**config.mk**
```make
export PLATFORM = sky130hd
export DESIGN_NAME = priority_blink_pulse_controller
export DESIGN_NICKNAME = d
export VERILOG_FILES = /design/src/design/pbpc_pkg.sv /design/src/design/priority_blink_pulse_controller.sv /design/src/design/pbpc_ram.sv /design/src/design/pbpc_chan_unit.sv
export VERILOG_INCLUDE_DIRS = /design/src /design/src/design
export SDC_FILE = /design/constraint.sdc
export NUM_CORES = 1
export LEC_CHECK = 0
export BUFFER_PORTS_ARGS = -buffer_cell sky130_fd_sc_hd__buf_2
export CORE_MARGIN = 3
export CORE_UTILIZATION = 45
export DETAILED_ROUTE_END_ITERATION = 10
export SLEW_MARGIN = 40
export SYNTH_ARGS = -nofsm -noshare
export SYNTH_HDL_FRONTEND = slang
export SYNTH_SLANG_ARGS = --single-unit
```
**constraint.sdc**
```tcl
create_clock -name clock -period 9 [get_ports clock]
set_clock_uncertainty 0.2 [all_clocks]
set_input_delay 1.8 -clock clock [delete_from_list [all_inputs] [get_ports clock]]
set_output_delay 1.8 -clock clock [all_outputs]
set_load 0.01 [all_outputs]
```
**src/design/priority_blink_pulse_controller_assert.svh**
```systemverilog
// ----------------------------------------------------------------------------
// Assertion macros for the priority blink and pulse controller.
// Each macro expands to one labeled concurrent assertion that reports by
// $error and is disabled while reset is high.
// ----------------------------------------------------------------------------
`ifndef PRIORITY_BLINK_PULSE_CONTROLLER_ASSERT_SVH
`define PRIORITY_BLINK_PULSE_CONTROLLER_ASSERT_SVH

// The consequent must hold in the same cycle as the antecedent.
`define PBPC_ASSERT_NOW(label, clk, rst, ante, cons, msg) \
   label: assert property (@(posedge clk) disable iff (rst) (ante) |-> (cons)) \
      else $error(msg);

// The consequent must hold in the cycle after the antecedent.
`define PBPC_ASSERT_NEXT(label, clk, rst, ante, cons, msg) \
   label: assert property (@(posedge clk) disable iff (rst) (ante) |=> (cons)) \
      else $error(msg);

`endif

```
**src/design/pbpc_pkg.sv**
```systemverilog
// ----------------------------------------------------------------------------
// pbpc_pkg
// Shared types and constants of the priority blink and pulse controller.
// ----------------------------------------------------------------------------
`default_nettype none

package pbpc_pkg;

   // Default sizes of the channel table.
   localparam int CHANNELS_DEFAULT   = 8;
   localparam int TIME_WIDTH_DEFAULT = 16;

   // Fixed widths of the request and response fields.
   localparam int LEVEL_W     = 3;
   localparam int CHAN_W      = 3;
   localparam int FIELD_TIME_W = 16;
   localparam int LEVELS_W    = 8;

   // Tick step after reset.
   localparam logic [FIELD_TIME_W-1:0] TICK_STEP_RESET = 16'd1;

   // Request operation codes.
   typedef enum logic [1:0] {
      OP_TICK   = 2'd0,
      OP_START  = 2'd1,
      OP_STOP   = 2'd2,
      OP_IGNORE = 2'd3
   } op_type;

   // One request.
   typedef struct packed {
      op_type                  opcode;
      logic [CHAN_W-1:0]       channel;
      logic [LEVEL_W-1:0]      user_level;
      logic [FIELD_TIME_W-1:0] off_time;
      logic [FIELD_TIME_W-1:0] on_time;
      logic [FIELD_TIME_W-1:0] total_time;
   } req_type;

   // One response.
   typedef struct packed {
      logic                accepted;
      logic [LEVELS_W-1:0] levels;
      logic [LEVEL_W-1:0]  channel_owner;
      logic                channel_active;
   } rsp_type;

   // Control from the sequencer to the channel update unit.
   typedef struct packed {
      op_type             op;
      logic [LEVEL_W-1:0] user;
   } unit_ctl_type;

   // Status from the channel update unit back to the sequencer.
   typedef struct packed {
      logic accepted;
      logic write;
   } unit_sts_type;

endpackage

`default_nettype wire

```
**src/design/priority_blink_pulse_controller.sv**
```systemverilog
// ----------------------------------------------------------------------------
// priority_blink_pulse_controller
// Table of blinking or pulsing output channels with owner priorities.
// ----------------------------------------------------------------------------
// Usage:
//   A request is taken at a clock edge where start is high and busy is low.
//   Opcode tick advances every active channel, start loads one channel and
//   stop clears it; start and stop are refused when the requester ranks
//   below the owner of an active channel.
//   Every request gives exactly one response, shown for one cycle with
//   rsp_strobe high. The receiver cannot stall; it must take it then.
//   The tick step register is written through csr_we and csr_wdata; the user
//   must write it only while the block is idle, the block does not enforce it.
//   Timing: the channel entries live in one RAM and are visited one per
//   cycle by a single shared update unit, pipelined with the RAM read.
//   A tick visits every channel in turn; start, stop and an ignored opcode
//   visit only the addressed channel, and any request other than a tick to
//   a channel beyond the table goes straight to the response.
//   Busy drops in the cycle the response is shown, so a new request can be
//   taken then, but not before the last one is through.
//   Reset is synchronous: all channels inactive and low, tick step one. No
//   clearing pass is needed; an inactive entry is rewritten on start.
// ----------------------------------------------------------------------------
`default_nettype none

`include "priority_blink_pulse_controller_assert.svh"

module priority_blink_pulse_controller #(
   parameter int CHANNELS   = pbpc_pkg::CHANNELS_DEFAULT,
   parameter int TIME_WIDTH = pbpc_pkg::TIME_WIDTH_DEFAULT
) (
   input  wire logic                               clock,
   input  wire logic                               reset,
   input  wire logic                               start,
   output logic                                    busy,
   input  wire pbpc_pkg::req_type                  req_data,
   output logic                                    rsp_strobe,
   output pbpc_pkg::rsp_type                       rsp_data,
   input  wire logic                               csr_we,
   input  wire logic [pbpc_pkg::FIELD_TIME_W-1:0]  csr_wdata
);

   localparam int IW      = (CHANNELS > 1) ? $clog2(CHANNELS) : 1;
   localparam int CW      = TIME_WIDTH + 1;
   localparam int WORD_W  = 3 * TIME_WIDTH + 2 * CW + pbpc_pkg::LEVEL_W;
   localparam logic [IW-1:0] LAST_CH = IW'(CHANNELS - 1);

   typedef enum logic [2:0] {
      ST_IDLE = 3'b001,
      ST_RUN  = 3'b010,
      ST_DONE = 3'b100
   } state_type;

   state_type                     state_ff, state_in;
   pbpc_pkg::req_type             req_ff, req_in;
   logic [IW-1:0]                 req_idx_ff, req_idx_in;
   logic                          req_ok_ff, req_ok_in;
   logic [IW-1:0]                 rd_idx_ff, rd_idx_in;
   logic [IW-1:0]                 last_idx_ff, last_idx_in;
   logic                          issue_ff, issue_in;
   logic                          proc_vld_ff, proc_vld_in;
   logic [IW-1:0]                 proc_idx_ff, proc_idx_in;
   logic                          acc_ff, acc_in;
   logic [pbpc_pkg::LEVEL_W-1:0]  owner_q_ff, owner_q_in;
   logic [CHANNELS-1:0]           active_ff, active_in;
   logic [CHANNELS-1:0]           level_ff, level_in;
   logic [CW-1:0]                 step_ff, step_in;
   logic                          rsp_strobe_ff, rsp_strobe_in;
   pbpc_pkg::rsp_type             rsp_ff, rsp_in;

   logic                          accept;
   logic [63:0]                   new_ch_ext;
   logic                          new_ch_ok;
   logic [63:0]                   csr_ext;
   logic [63:0]                   off_ext;
   logic [63:0]                   on_ext;
   logic [63:0]                   total_ext;
   logic [CHANNELS+7:0]           levels_pad;
   logic                          ram_re;
   logic                          ram_we;
   logic [WORD_W-1:0]             rd_word;
   logic [WORD_W-1:0]             wr_word;
   logic                          proc_last;

   logic [TIME_WIDTH-1:0]         cur_off, cur_on, cur_total;
   logic [CW-1:0]                 cur_phase, cur_elapsed;
   logic [pbpc_pkg::LEVEL_W-1:0]  cur_owner;
   logic [TIME_WIDTH-1:0]         nxt_off, nxt_on, nxt_total;
   logic [CW-1:0]                 nxt_phase, nxt_elapsed;
   logic [pbpc_pkg::LEVEL_W-1:0]  nxt_owner;
   logic                          nxt_active;
   logic                          nxt_level;
   pbpc_pkg::unit_ctl_type        unit_ctl;
   pbpc_pkg::unit_sts_type        unit_sts;

   // Request decode and width adaptation of the time fields.
   assign accept     = start && (state_ff == ST_IDLE);
   assign new_ch_ext = 64'(req_data.channel);
   assign new_ch_ok  = (new_ch_ext < 64'(CHANNELS));
   assign csr_ext    = 64'(csr_wdata);
   assign off_ext    = 64'(req_ff.off_time);
   assign on_ext     = 64'(req_ff.on_time);
   assign total_ext  = 64'(req_ff.total_time);

   // Channel entry storage.
   assign ram_re  = (state_ff == ST_RUN) && issue_ff;
   assign ram_we  = proc_vld_ff && unit_sts.write;
   assign {cur_off, cur_on, cur_total, cur_phase, cur_elapsed, cur_owner} = rd_word;
   assign wr_word = {nxt_off, nxt_on, nxt_total, nxt_phase, nxt_elapsed, nxt_owner};

   pbpc_ram #(
      .WIDTH (WORD_W),
      .DEPTH (CHANNELS)
   ) u_entry_ram (
      .clock   (clock),
      .wr_en   (ram_we),
      .wr_addr (proc_idx_ff),
      .wr_data (wr_word),
      .rd_en   (ram_re),
      .rd_addr (rd_idx_ff),
      .rd_data (rd_word)
   );

   // Shared channel update unit.
   assign unit_ctl.op   = req_ff.opcode;
   assign unit_ctl.user = req_ff.user_level;

   pbpc_chan_unit #(
      .TIME_WIDTH (TIME_WIDTH)
   ) u_chan_unit (
      .ctl         (unit_ctl),
      .req_off     (off_ext[TIME_WIDTH-1:0]),
      .req_on      (on_ext[TIME_WIDTH-1:0]),
      .req_total   (total_ext[TIME_WIDTH-1:0]),
      .step        (step_ff),
      .cur_off     (cur_off),
      .cur_on      (cur_on),
      .cur_total   (cur_total),
      .cur_phase   (cur_phase),
      .cur_elapsed (cur_elapsed),
      .cur_owner   (cur_owner),
      .cur_active  (active_ff[proc_idx_ff]),
      .cur_level   (level_ff[proc_idx_ff]),
      .nxt_off     (nxt_off),
      .nxt_on      (nxt_on),
      .nxt_total   (nxt_total),
      .nxt_phase   (nxt_phase),
      .nxt_elapsed (nxt_elapsed),
      .nxt_owner   (nxt_owner),
      .nxt_active  (nxt_active),
      .nxt_level   (nxt_level),
      .sts         (unit_sts)
   );

   assign proc_last = proc_vld_ff && (proc_idx_ff == last_idx_ff);

   // Sequencer: walks the channels to visit, then builds the response.
   always_comb begin
      state_in      = state_ff;
      req_in        = req_ff;
      req_idx_in    = req_idx_ff;
      req_ok_in     = req_ok_ff;
      rd_idx_in     = rd_idx_ff;
      last_idx_in   = last_idx_ff;
      issue_in      = issue_ff;
      acc_in        = acc_ff;
      rsp_strobe_in = 1'b0;
      rsp_in        = rsp_ff;
      case (state_ff)
         ST_IDLE: begin
            if (accept) begin
               req_in     = req_data;
               req_idx_in = new_ch_ext[IW-1:0];
               req_ok_in  = new_ch_ok;
               acc_in     = 1'b0;
               if (req_data.opcode == pbpc_pkg::OP_TICK) begin
                  rd_idx_in   = '0;
                  last_idx_in = LAST_CH;
                  issue_in    = 1'b1;
                  state_in    = ST_RUN;
               end else if (new_ch_ok) begin
                  rd_idx_in   = new_ch_ext[IW-1:0];
                  last_idx_in = new_ch_ext[IW-1:0];
                  issue_in    = 1'b1;
                  state_in    = ST_RUN;
               end else begin
                  state_in    = ST_DONE;
               end
            end
         end
         ST_RUN: begin
            if (issue_ff) begin
               if (rd_idx_ff == last_idx_ff) begin
                  issue_in = 1'b0;
               end else begin
                  rd_idx_in = rd_idx_ff + 1'b1;
               end
            end
            if (proc_vld_ff && (proc_idx_ff == req_idx_ff)) begin
               acc_in = unit_sts.accepted;
            end
            if (proc_last) begin
               state_in = ST_DONE;
            end
         end
         ST_DONE: begin
            rsp_strobe_in         = 1'b1;
            rsp_in.accepted       = (req_ff.opcode == pbpc_pkg::OP_TICK) || acc_ff;
            rsp_in.levels         = levels_pad[pbpc_pkg::LEVELS_W-1:0];
            rsp_in.channel_active = req_ok_ff && active_ff[req_idx_ff];
            rsp_in.channel_owner  = (req_ok_ff && active_ff[req_idx_ff]) ? owner_q_ff : '0;
            state_in              = ST_IDLE;
         end
         default: begin
            state_in = ST_IDLE;
         end
      endcase
   end

   // Pipeline of the read data into the update unit.
   assign proc_vld_in = ram_re;
   assign proc_idx_in = rd_idx_ff;

   // Owner of the addressed channel after this request.
   assign owner_q_in = (proc_vld_ff && (proc_idx_ff == req_idx_ff)) ? nxt_owner : owner_q_ff;

   // Per-channel active and level flags, updated by the unit.
   always_comb begin
      active_in = active_ff;
      level_in  = level_ff;
      if (ram_we) begin
         active_in[proc_idx_ff] = nxt_active;
         level_in[proc_idx_ff]  = nxt_level;
      end
   end

   assign levels_pad = {8'b0, level_ff};

   // Tick step register.
   assign step_in = csr_we ? csr_ext[CW-1:0] : step_ff;

   // Control registers.
   always_ff @(posedge clock) begin
      if (reset) begin
         state_ff      <= ST_IDLE;
         issue_ff      <= 1'b0;
         proc_vld_ff   <= 1'b0;
         active_ff     <= '0;
         level_ff      <= '0;
         rsp_strobe_ff <= 1'b0;
         step_ff       <= CW'(pbpc_pkg::TICK_STEP_RESET);
      end else begin
         state_ff      <= state_in;
         issue_ff      <= issue_in;
         proc_vld_ff   <= proc_vld_in;
         active_ff     <= active_in;
         level_ff      <= level_in;
         rsp_strobe_ff <= rsp_strobe_in;
         step_ff       <= step_in;
      end
   end

   // Payload registers.
   always_ff @(posedge clock) begin
      req_ff      <= req_in;
      req_idx_ff  <= req_idx_in;
      req_ok_ff   <= req_ok_in;
      rd_idx_ff   <= rd_idx_in;
      last_idx_ff <= last_idx_in;
      proc_idx_ff <= proc_idx_in;
      acc_ff      <= acc_in;
      owner_q_ff  <= owner_q_in;
      rsp_ff      <= rsp_in;
   end

   assign busy       = (state_ff != ST_IDLE);
   assign rsp_strobe = rsp_strobe_ff;
   assign rsp_data   = rsp_ff;

   // Assertions.
   `PBPC_ASSERT_NOW(a_state_onehot, clock, reset, 1'b1, $onehot(state_ff), "state not one-hot")
   `PBPC_ASSERT_NOW(a_rsp_idle, clock, reset, rsp_strobe, !busy, "response while busy")
   `PBPC_ASSERT_NEXT(a_accept_busy, clock, reset, accept, busy, "busy not raised after request")
   `PBPC_ASSERT_NEXT(a_done_rsp, clock, reset, state_ff == ST_DONE, rsp_strobe, "missing response")
   `PBPC_ASSERT_NOW(a_proc_run, clock, reset, proc_vld_ff, state_ff == ST_RUN, "update outside run")
   `PBPC_ASSERT_NOW(a_issue_run, clock, reset, issue_ff, state_ff == ST_RUN, "read outside run")

endmodule

`default_nettype wire

```
**src/design/pbpc_ram.sv**
```systemverilog
// ----------------------------------------------------------------------------
// pbpc_ram
// Generic single write port, single read port RAM with registered read data.
// ----------------------------------------------------------------------------
`default_nettype none

module pbpc_ram #(
   parameter int WIDTH = 8,
   parameter int DEPTH = 8
) (
   input  wire logic                                           clock,
   input  wire logic                                           wr_en,
   input  wire logic [((DEPTH > 1) ? $clog2(DEPTH) : 1)-1:0]   wr_addr,
   input  wire logic [WIDTH-1:0]                               wr_data,
   input  wire logic                                           rd_en,
   input  wire logic [((DEPTH > 1) ? $clog2(DEPTH) : 1)-1:0]   rd_addr,
   output logic      [WIDTH-1:0]                               rd_data
);

   logic [WIDTH-1:0] mem_ff [DEPTH];

   // Write port.
   always_ff @(posedge clock) begin
      if (wr_en) begin
         mem_ff[wr_addr] <= wr_data;
      end
   end

   // Registered read port.
   always_ff @(posedge clock) begin
      if (rd_en) begin
         rd_data <= mem_ff[rd_addr];
      end
   end

endmodule

`default_nettype wire

```
**src/design/pbpc_chan_unit.sv**
```systemverilog
// ----------------------------------------------------------------------------
// pbpc_chan_unit
// Shared update unit: computes the next state of one channel entry for a
// tick, start, stop or ignored request.
// ----------------------------------------------------------------------------
`default_nettype none

module pbpc_chan_unit #(
   parameter int TIME_WIDTH = pbpc_pkg::TIME_WIDTH_DEFAULT
) (
   input  wire pbpc_pkg::unit_ctl_type     ctl,
   input  wire logic [TIME_WIDTH-1:0]      req_off,
   input  wire logic [TIME_WIDTH-1:0]      req_on,
   input  wire logic [TIME_WIDTH-1:0]      req_total,
   input  wire logic [TIME_WIDTH:0]        step,
   input  wire logic [TIME_WIDTH-1:0]      cur_off,
   input  wire logic [TIME_WIDTH-1:0]      cur_on,
   input  wire logic [TIME_WIDTH-1:0]      cur_total,
   input  wire logic [TIME_WIDTH:0]        cur_phase,
   input  wire logic [TIME_WIDTH:0]        cur_elapsed,
   input  wire logic [pbpc_pkg::LEVEL_W-1:0] cur_owner,
   input  wire logic                       cur_active,
   input  wire logic                       cur_level,
   output logic      [TIME_WIDTH-1:0]      nxt_off,
   output logic      [TIME_WIDTH-1:0]      nxt_on,
   output logic      [TIME_WIDTH-1:0]      nxt_total,
   output logic      [TIME_WIDTH:0]        nxt_phase,
   output logic      [TIME_WIDTH:0]        nxt_elapsed,
   output logic      [pbpc_pkg::LEVEL_W-1:0] nxt_owner,
   output logic                            nxt_active,
   output logic                            nxt_level,
   output pbpc_pkg::unit_sts_type          sts
);

   logic                  total_nz;
   logic                  elapsed_lt;
   logic                  on_done;
   logic                  off_done;
   logic                  restart;
   logic [TIME_WIDTH:0]   elapsed_sum;
   logic [TIME_WIDTH:0]   phase_base;
   logic [TIME_WIDTH:0]   phase_sum;

   // Counter compares and the two adders of the unit.
   assign total_nz    = (cur_total != '0);
   assign elapsed_lt  = (cur_elapsed < {1'b0, cur_total});
   assign on_done     = (cur_phase >= {1'b0, cur_on});
   assign off_done    = (cur_phase >= {1'b0, cur_off});
   assign restart     = cur_level ? on_done : off_done;
   assign elapsed_sum = cur_elapsed + step;
   assign phase_base  = restart ? '0 : cur_phase;
   assign phase_sum   = phase_base + step;

   // Next entry by operation.
   always_comb begin
      nxt_off      = cur_off;
      nxt_on       = cur_on;
      nxt_total    = cur_total;
      nxt_phase    = cur_phase;
      nxt_elapsed  = cur_elapsed;
      nxt_owner    = cur_owner;
      nxt_active   = cur_active;
      nxt_level    = cur_level;
      sts.accepted = 1'b0;
      sts.write    = 1'b0;
      case (ctl.op)
         pbpc_pkg::OP_TICK: begin
            if (cur_active) begin
               sts.accepted = 1'b1;
               sts.write    = 1'b1;
               if (cur_off == '0) begin
                  // Hold mode: output stays on while the on time is nonzero.
                  if (cur_on != '0) begin
                     nxt_level = 1'b1;
                  end
                  if (total_nz) begin
                     if (elapsed_lt) begin
                        nxt_elapsed = elapsed_sum;
                     end else begin
                        nxt_level   = 1'b0;
                        nxt_elapsed = '0;
                        nxt_owner   = '0;
                        nxt_active  = 1'b0;
                     end
                  end
               end else if (total_nz && !elapsed_lt) begin
                  // Blink mode, total reached: the channel ends.
                  nxt_level   = 1'b0;
                  nxt_elapsed = '0;
                  nxt_owner   = '0;
                  nxt_active  = 1'b0;
                  nxt_phase   = '0;
               end else begin
                  // Blink mode: toggle the phase when its length is reached.
                  if (total_nz) begin
                     nxt_elapsed = elapsed_sum;
                  end
                  if (restart) begin
                     nxt_level = cur_level ? 1'b0 : (cur_on != '0);
                  end
                  nxt_phase = phase_sum;
               end
            end
         end
         pbpc_pkg::OP_START: begin
            if (!(cur_active && (ctl.user < cur_owner))) begin
               sts.accepted = 1'b1;
               sts.write    = 1'b1;
               nxt_off      = req_off;
               nxt_on       = req_on;
               nxt_total    = req_total;
               nxt_phase    = '0;
               nxt_elapsed  = '0;
               nxt_owner    = ctl.user;
               nxt_level    = (req_on != '0);
               nxt_active   = 1'b1;
            end
         end
         pbpc_pkg::OP_STOP: begin
            if (!cur_active) begin
               sts.accepted = 1'b1;
            end else if (ctl.user >= cur_owner) begin
               sts.accepted = 1'b1;
               sts.write    = 1'b1;
               nxt_off      = '0;
               nxt_on       = '0;
               nxt_total    = '0;
               nxt_phase    = '0;
               nxt_elapsed  = '0;
               nxt_owner    = '0;
               nxt_level    = 1'b0;
               nxt_active   = 1'b0;
            end
         end
         default: begin
            sts.accepted = 1'b0;
         end
      endcase
   end

endmodule

`default_nettype wire

```
After elaboration in Yosys (flattened, before gate mapping)
Memories as Yosys holds them, arrays and structs flattened. A register that Yosys moved wholly into a read port is not among the register bits.
Cells that the tools add are included.

operators by class
  $add $sub $neg = 3
  eq/ne operators = 15
  mux-type cells = 101
  magnitude comparators = 9
  reductions and logical operators = 25

operators with widths
  cell                                                number
  two-way mux 17 bit                                  16
  two-way mux 16 bit                                  9
  case mux 17 bit (3 select lines)                    2
  case mux 16 bit (2 select lines)                    3
  two-way mux 3 bit                                   17
  nonzero test 16 bit                                 3
  two-way mux 1 bit                                   36
  adder 17 x 16 -> 17 bit                             2
  greater-or-equal comparator 17 x 16 -> 1 bit        2
  < comparator 17 x 16 -> 1 bit                       1
  bitwise mux 8 bit                                   2
  zero test 16 bit                                    1
  < comparator 3 x 4 -> 1 bit, second input constant  3
  case mux 1 bit (3 select lines)                     4
  case mux 3 bit (2 select lines)                     2
  binary-select mux 1 bit (select 3 bit)              3
  equality test 3 bit                                 3
  logical AND 1 bit                                   9
  case mux 3 bit (3 select lines)                     1
  AND reduction 3 bit                                 3
  != test 2 bit, second input constant                4
  two-way mux 2 bit                                   3
  AND reduction 5 bit                                 1
  zero test 2 bit                                     2
  18 further kinds                                    21

word-level totals
  register bits = 121
  bits in writable memories = 680
  memories kept = 1
  logic and storage cells = 177

memories
  name                depth  width  rd ports  clocked after Yosys merged registers in  wr ports  line            text
  u_entry_ram.mem_ff  8      85     1         1                                        1         pbpc_ram.sv:20  logic [WIDTH-1:0] mem_ff [DEPTH];

Logic depth before layout (Yosys ltp)
Gate-level depths: netlist of run 1.

  depth after elaboration = 9
  mapped depth = 19
  mapped depth without buffers = 18

Modules after synthesis
A second synthesis of run 1 with hierarchy kept.

second synthesis, totals
  cells, all modules = 1942
  area, all modules = 36413.7 um2

by module, submodules not included
  module                           area an instance (um2)  cells an instance  times used
  pbpc_ram                         28090.7                 1080               1
  priority_blink_pulse_controller  4362.9                  299                1
  pbpc_chan_unit                   3960.0                  563                1

Least setup slack after synthesis of run 1
No wires, ideal clock.

  path type = register to register
  from = reg u_entry_ram.rd_data[30] (read register of u_entry_ram.mem_ff)
  to = mem u_entry_ram.mem_ff[0][34] in the netlist's numbering, data pin
  setup slack = 4.236 ns
  period minus slack after synthesis = 4.764 ns
  data arrival time = 4.287 ns
  cell stages (with the launch flop) = 16
  data required time = 8.523 ns
  setup time = 0.277 ns
  buffers on the path = 1
  cell sequence = edfxtp_1 > ha_1 > nand4_1 > or3_1 > a41oi_1 > o21ai_0 > a21oi_1 > clkbuf_1 > and2b_1 > ha_1 > a2111oi_0 > o21ai_0 > a41oi_1 > a21oi_1 > xor2_1 > a22o_1

between the ends
  longest elaborated chain between the ends = 8
  elaborated cells between the ends (all ways) = 9
  classes of those cells = add/sub: 1; order compare: 2; mux: 6

ends and longest elaborated chain
  element                                                          line                                        text
  start, declared                                                  pbpc_ram.sv:17                              output logic [WIDTH-1:0] rd_data
  greater-or-equal comparator 17 x 16 -> 1 bit (on tied branches)  pbpc_chan_unit.sv:48, pbpc_chan_unit.sv:47
  two-way mux 1 bit                                                pbpc_chan_unit.sv:49                        assign restart = cur_level ? on_done : off_done;
  two-way mux 17 bit (*)                                           pbpc_chan_unit.sv:51                        assign phase_base = restart ? '0 : cur_phase;
  adder 17 x 16 -> 17 bit (*)                                      pbpc_chan_unit.sv:52                        assign phase_sum = phase_base + step;
  two-way mux 17 bit (*)                                           pbpc_chan_unit.sv:86                        end else if (total_nz && !elapsed_lt) begin
  two-way mux 17 bit (*)                                           pbpc_chan_unit.sv:71                        if (cur_off == '0) begin
  two-way mux 17 bit (*)                                           pbpc_chan_unit.sv:68                        if (cur_active) begin
  case mux 17 bit (3 select lines) (*)                             pbpc_chan_unit.sv:66                        case (ctl.op)
  via nxt_phase[14]                                                priority_blink_pulse_controller.sv:89       logic [CW-1:0] nxt_phase, nxt_elapsed;
  end, declared                                                    pbpc_ram.sv:20

Mark *: on every way through the listed nets, which the timed path passes. The rest lies on a longest branch.

Worst setup path after layout of run 1
  from = reg proc_idx_ff[0]
  to = mem u_entry_ram.mem_ff[1][35] in the netlist's numbering, data pin

between the ends
  longest elaborated chain between the ends = 9
  elaborated cells between the ends (all ways) = 14
  classes of those cells = add/sub: 1; mux: 12; reduce/logical: 1

ends and longest elaborated chain
  element                                  line                                    text
  start, declared                          priority_blink_pulse_controller.sv:62   logic [IW-1:0] proc_idx_ff, proc_idx_in;
  start signal, assigned                   priority_blink_pulse_controller.sv:270  proc_idx_ff <= proc_idx_in;
  binary-select mux 1 bit (select 3 bit)   priority_blink_pulse_controller.sv:143  .cur_level (level_ff[proc_idx_ff]),
  two-way mux 1 bit (not written as such)  priority_blink_pulse_controller.sv:143
  two-way mux 1 bit                        pbpc_chan_unit.sv:49
  two-way mux 17 bit                       pbpc_chan_unit.sv:51
  adder 17 x 16 -> 17 bit                  pbpc_chan_unit.sv:52
  two-way mux 17 bit                       pbpc_chan_unit.sv:86
  two-way mux 17 bit                       pbpc_chan_unit.sv:71
  two-way mux 17 bit                       pbpc_chan_unit.sv:68
  case mux 17 bit (3 select lines) (*)     pbpc_chan_unit.sv:66
  via nxt_phase[15]                        priority_blink_pulse_controller.sv:89

Mark *: on every way through the listed nets, which the timed path passes. The rest lies on a longest branch. The select of a mux whose other input is x is not followed.

==> flow_summary.ini, run 1 <==
[pwr]
seq_power_share_pct = 52.7
irDropWorstVdd_v = 0.000151
power_leakage_nw = 13.8
clockPowerShare_pct = 40.9
p_per_area_mw_per_mm2 = 214
p_int_mw = 6.86
pwr-share-comb_pct = 6.4
p_sw_share_pct = 21.9
p_switching_mw = 1.92

[worst_setup_path]
cp-startpoint = proc_idx_ff[0]$_DFF_P_
crit_top_cell = a211o_1
worstPathArrival_ns = 5.29
rr_worst_depth = 16
slowest_stage = dfxtp_1
cp-start-kind = flop
path_max_fanout = 15
r2r_end = u_entry_ram.mem_ff[1][35]$_DFFE_PP_
reg2reg_from = proc_idx_ff[0]$_DFF_P_
end_kind = flop
max_stage_delay_ns = 0.68
rrSetupSlack_ns = 3.97
required_ns = 9.26
critPathKind = flop to flop
path_cells = mux2_1 -> a221oi_1 -> o22ai_1 -> buf_2 -> nor4_2 -> a21oi_1 -> buf_4 -> nor2b_1 -> ha_1 -> a211o_1 -> a211o_1 -> nand2_1 -> a31o_2 -> o21ai_0 -> or4b_1 -> nand3_1

[logic_synthesis]
synth_area_leaders = edfxtp_1, mux4_2, ha_1, mux2_2, dfxtp_1
synth-edff-count = 844
synth.avg_cell_area_um2 = 18.8
yosysSeqAreaShare_pct = 71.8
syn_inst = 1934
ys_warn_count = 0
synth.net_count = 2099
ys_types = 82
ys.flop_type = edfxtp_1
async_flop_share_pct = 0
netlist_area_mm2 = 0.0364
synth_top_cell_by_area = edfxtp_1
synth_top_area_share_pct = 69.5
synth_seq_cells = 885

[global_routing]
grt_pass1_vias = 19500
grt_max_degree = 91
grtUsageTotal_pct = 20.3
grt-ovfl-total = 0
grt_pass1_wl_um = 128000
antenna_found_initial = 2

[sta]
slew_headroom_pct = 45.3
finalSetupViolations = 0
setup_tns_ns = 0
rsz0062_at_grt = no
tightest_slew_ns = 0.821
fmax_mhz = 199
fin_crit_sh_pct = 55.9
hold_ws_ns = 0.273
finalCriticalPeriod_ns = 5.03
drv_slew = 0
final-hold-violation-count = 0

[routing]
drc = 0
vias = 18800
wl_met1_um = 37600
dr_wl_met2_um = 41500
wl_met3_um = 4640
viasPerCell = 5.89
dr.max_layer_used = met5
wl_um = 85800
wl_per_cell_um = 26.9
drtPass1Iterations = 5
ant_nets = 0
drt_iter0_markers = 1846

[die]
die-area_mm2 = 0.0844
start_util_pct = 45.8
fp.dieH_um = 291
core_mm2 = 0.0796
ioPinCount = 91
fp-row-count = 103
die_x_um = 291

[layout]
final_common_cell = edfxtp_1
most-common-layout-cells = edfxtp_1, mux4_2, clkbuf_16
drive_above_1_share_pct = 24.9
diodes = 0
nNetsFinal = 2232
instances_no_fill = 3185
design_area_mm2 = 0.0410
areaGrowthSynthToFinish_pct = 12.5

[run_status]
status = finished, final reports clean

[hold_path]
min_from = issue_ff$_SDFFE_PP0P_
hp-class = flop to flop
min_to = issue_ff$_SDFFE_PP0P_
whs_path_depth = 2

[clocking]
clk_pin_slew_ns = 0.06
clock_sinks = 885
clockBufferDepth = 3
cts_buffers = 93
post_cts_resized = 0
postCtsHoldBufs = 0
worstSkewPairLatency_ns = 0.66
h-tree-depth = 3
cts_tree = yes
post_cts_buffers = 0
clock-root-buffer = clkbuf_16

[placement]
port_buffers = 90
gp_congestion = 0.857
place_area_mm2 = 0.0381
dp_hpwl_um = 50700
dp.cells = 3020

[job]
maxCapViolCount = 0
-- worst max-delay path by stage --
stage,to,slack (ns),cells past startpoint
floorplan,u_entry_ram.mem_ff[0][34]$_DFFE_PP_,4.24,15
finish,u_entry_ram.mem_ff[1][35]$_DFFE_PP_,3.97,16
CTS,u_entry_ram.mem_ff[5][34]$_DFFE_PP_,3.89,16
global route,u_entry_ram.mem_ff[7][34]$_DFFE_PP_,3.58,14
detailed placement,u_entry_ram.mem_ff[7][34]$_DFFE_PP_,3.94,16
global placement,u_entry_ram.mem_ff[4][34]$_DFFE_PP_,3.99,13
-- logic make-up after synthesis --
logic type,after synthesis,share of synthesized area [%]
buf+inv,160,1.80
fa+ha+maj,89,3.10
flops,885,71.8
simple gates,223,3.26
mux,278,13.9
compound gates,269,5.47
xor+xnor,30,0.721
-- routing by layer --
metal | vias to the layer above | global-route usage [%]
met1 | 9902 | 29.1
met3 | 124 | 3.04
met4 | 2 | 5.68
li1 | 8191 | -
met5 | - | 0
met2 | 554 | 32.8
-- critical path, delay by kind of cell, from the launching register on --
kind | cells | cell delay [ns]
flops | 1 | 0.68
compound gates | 7 | 1.45
buf+inv | 2 | 0.42
simple gates | 5 | 1.41
fa+ha+maj | 1 | 0.29
mux | 1 | 0.37
-- power groups by stage --
stage / Clock [mW] / Combinational [mW] / Sequential, mW
after floorplan: 0 / 0.413 / 4.69
after global placement: 0 / 0.554 / 4.71
after detailed placement: 0 / 0.566 / 4.71
after CTS: 3.66 / 0.569 / 4.62
after global routing: 3.83 / 0.617 / 4.62
final: 3.59 / 0.564 / 4.63
-- per-stage QoR --
step	utilization (%)	setup slack (ns)	power (mW)
2_1_floorplan	-	4.24	5.10
3_3_place_gp	47.8	3.99	5.26
3_5_place_dp	47.9	3.94	5.28
4_1_cts	51.4	3.89	8.86
5_1_grt	51.5	3.58	9.07
6_report	51.5	3.97	8.78
-- Yosys cell counts (all sizes together), types with 18 or more instances --
library cell	count
edfxtp	844
mux4	172
mux2	90
ha	87
inv	84
a22o	63
o21ai	52
nor2	51
clkbuf	46
a21oi	43
dfxtp	41
nand2	41
buf	30
nor2b	28
a211oi	20
nor4	18
-- flip-flops by register name, summed over array words and instances (netlist names), 8 cells and up --
register / count
active_ff: 8
level_ff: 8
off_ext: 16
on_ext: 16
req_ff: 21
rsp_data: 13
step_ff: 16
u_entry_ram.mem_ff: 680
u_entry_ram.rd_data: 85
-- final cells by class --
class,count,area [µm²]
clock inverter,42,380
multi-input combinational,889,9650
sequential,885,26200
tap,1050,1310
clock buffer,121,2440
inverter,84,340
fill,6392,38600
timing repair buffer,114,716
Note: power is estimated with default switching activity, not from simulation.
==> inputs of run 2 (changes only) <==
==> constraint.sdc (replaced) <==
create_clock -name clock -period 4.26 [get_ports clock]
set_clock_uncertainty 0.2 [all_clocks]
set_input_delay 0.852 -clock clock [delete_from_list [all_inputs] [get_ports clock]]
set_output_delay 0.852 -clock clock [all_outputs]
set_load 0.01 [all_outputs]
==> run 2 against run 1 <==
The run now ends with setup timing left. Critical path depth is 1 higher. Largest cell class unchanged. Final area is 4.8% higher. Maximum frequency is 17% higher. Sequential power is 110% higher.
==> flow_summary.ini, run 2 (synthesis results as in run 1) <==
[run_status]
status = complete, but fails checks
violations = setup timing

[clocking]
h-tree-depth = 3
clock-root-buffer = clkbuf_16
clockBufferDepth = 3
clk_pin_slew_ns = 0.06
cts_tree = yes
worstSkewPairLatency_ns = 0.65
clock_sinks = 885
cts_buffers = 93

[sta]
hold_ws_ns = 0.176
drv_slew = 0
fmax_mhz = 233
setup_tns_ns = -0.209
finalCriticalPeriod_ns = 4.29
setup_ws_ns = -0.0277
slew_headroom_pct = 45.1
final-hold-violation-count = 0
rsz0062_at_grt = yes
finalSetupViolations = 8
tightest_slew_ns = 0.813
fin_crit_sh_pct = 101

[die]
ioPinCount = 91
fp-row-count = 103
start_util_pct = 45.8
core_mm2 = 0.0796
die_x_um = 291
fp.dieH_um = 291
die-area_mm2 = 0.0844

[layout]
most-common-layout-cells = edfxtp_1, mux4_2, buf_4
areaGrowthSynthToFinish_pct = 17.9
diodes = 0
largest_reg_flops = 680
nNetsFinal = 2374
design_area_mm2 = 0.0430
instances_no_fill = 3337
regMostFlops = u_entry_ram.mem_ff
largestRegisters = u_entry_ram.mem_ff x680, u_entry_ram.rd_data x85, req_ff x21
drive_above_1_share_pct = 32.3
final_common_cell = edfxtp_1

[placement]
dp.cells = 3158
dp_hpwl_um = 54700
place_area_mm2 = 0.0395
port_buffers = 90
gp_congestion = 0.875

[global_routing]
grt_pass1_vias = 20300
grt_max_degree = 76
antenna_found_initial = 1
grtUsageTotal_pct = 20.6
grt-ovfl-total = 0
grt_pass1_wl_um = 131000

[worst_setup_path]
rrSetupSlack_ns = -0.03
path_max_fanout = 8
path_buf_inv = 1
r2r_end = u_entry_ram.mem_ff[0][34]$_DFFE_PP_
required_ns = 4.43
max_stage_delay_ns = 0.43
rr_worst_depth = 17
slowest_stage = edfxtp_1
worstPathArrival_ns = 4.46
end_kind = flop
critPathKind = flop to flop
cp-start-kind = flop
path_cells = ha_4 -> nand4_1 -> or3_4 -> a41oi_4 -> o21ai_2 -> a21oi_2 -> buf_6 -> nor2_4 -> ha_4 -> fa_2 -> a21o_1 -> a211oi_2 -> o21ai_2 -> a41oi_2 -> a21oi_2 -> xor2_1 -> a22o_2
reg2reg_from = u_entry_ram.rd_data[26]$_DFFE_PP_
critical-path-top-delay-family = compound AO/OA/AOI/OAI gates

[pwr]
p_per_area_mw_per_mm2 = 449
irDropWorstVdd_v = 0.000344
power_leakage_nw = 14.7

[hold_path]
whs_path_depth = 1
min_from = req_data[37]
hp-class = primary input to flop
min_to = off_ext[5]$_DFFE_PP_

[routing]
drc = 0
vias = 19300
ant_nets = 0
drt_iter0_markers = 1591
viasPerCell = 5.79
wl_per_cell_um = 26.1
wl_um = 87200
drtPass1Iterations = 5

[job]
maxCapViolCount = 0
[run 2: cell count changes in the layout (fill, tap and decap cells not counted), sizes merged]
cell,change
clkbuf,-5
inv,-2
bufinv,+9
clkinvlp,+7
buf,+142
clkinv,+1
[run 2: cell type report]
class | instances | area [µm²]
Tap cell | 1050 | 1310
Sequential cell | 885 | 26200
Timing Repair Buffer | 256 | 2010
Clock buffer | 116 | 2460
Fill cell | 6216 | 36700
Clock inverter | 57 | 691
Inverter | 84 | 338
Multi-Input combinational cell | 889 | 9970
[run 2: worst reg2reg max path: stages, from the launching register on]
cell and delay [ns]:
edfxtp_1 0.43, ha_4 0.30, nand4_1 0.13, or3_4 0.42, a41oi_4 0.21, o21ai_2 0.08
a21oi_2 0.14, buf_6 0.14, nor2_4 0.04, ha_4 0.15, fa_2 0.34, a21o_1 0.21
a211oi_2 0.30, o21ai_2 0.12, a41oi_2 0.24, a21oi_2 0.10, xor2_1 0.17, a22o_2 0.28
[run 2: worst max path at each step]
stage	startpoint	to	slack [ns]	cells past startpoint
after floorplan	u_entry_ram.rd_data[30]$_DFFE_PP_	u_entry_ram.mem_ff[0][35]$_DFFE_PP_	0.03	14
after global placement	u_entry_ram.rd_data[22]$_DFFE_PP_	u_entry_ram.mem_ff[2][34]$_DFFE_PP_	-0.14	17
after detailed placement	u_entry_ram.rd_data[30]$_DFFE_PP_	u_entry_ram.mem_ff[3][34]$_DFFE_PP_	-0.25	17
after CTS	u_entry_ram.rd_data[26]$_DFFE_PP_	u_entry_ram.mem_ff[5][33]$_DFFE_PP_	0.003	20
after global routing	u_entry_ram.rd_data[26]$_DFFE_PP_	u_entry_ram.mem_ff[7][34]$_DFFE_PP_	-0.15	17
final	u_entry_ram.rd_data[26]$_DFFE_PP_	u_entry_ram.mem_ff[0][34]$_DFFE_PP_	-0.03	17
[run 2: timing repair]
action	4_1_cts	5_1_grt
resized for setup	23	39
hold buffers	0	0
pin swaps	10	27
setup buffers	5	3
endpoints found under the setup margin	74	88
[run 2: metal layers]
| layer | share of wire, % | track usage (%) | up-vias |
|---|---|---|---|
| met5 | 0 | 0 | - |
| li1 | - | - | 8478 |
| met4 | 2.3 | 5.32 | 0 |
| met1 | 43 | 28.7 | 10200 |
| met3 | 4.8 | 3.18 | 135 |
| met2 | 50 | 34.1 | 517 |
[run 2: power by group]
part	switching, mW	leakage [nW]	internal [mW]
Clock	3.34	1.50	4.92
Sequential	0.0770	8.03	9.69
Combinational	0.714	5.21	0.564
Total	4.13	14.7	15.2
[run 2: through the flow]
step | worst slack, ns | util (%) | total power, mW
after floorplan | 0.0303 | - | 10.8
after global placement | -0.135 | 49.5 | 11.2
after detailed placement | -0.245 | 49.5 | 11.2
after CTS | 0.00334 | 53.7 | 19.5
after global routing | -0.153 | 53.9 | 19.9
final | -0.0277 | 53.9 | 19.3
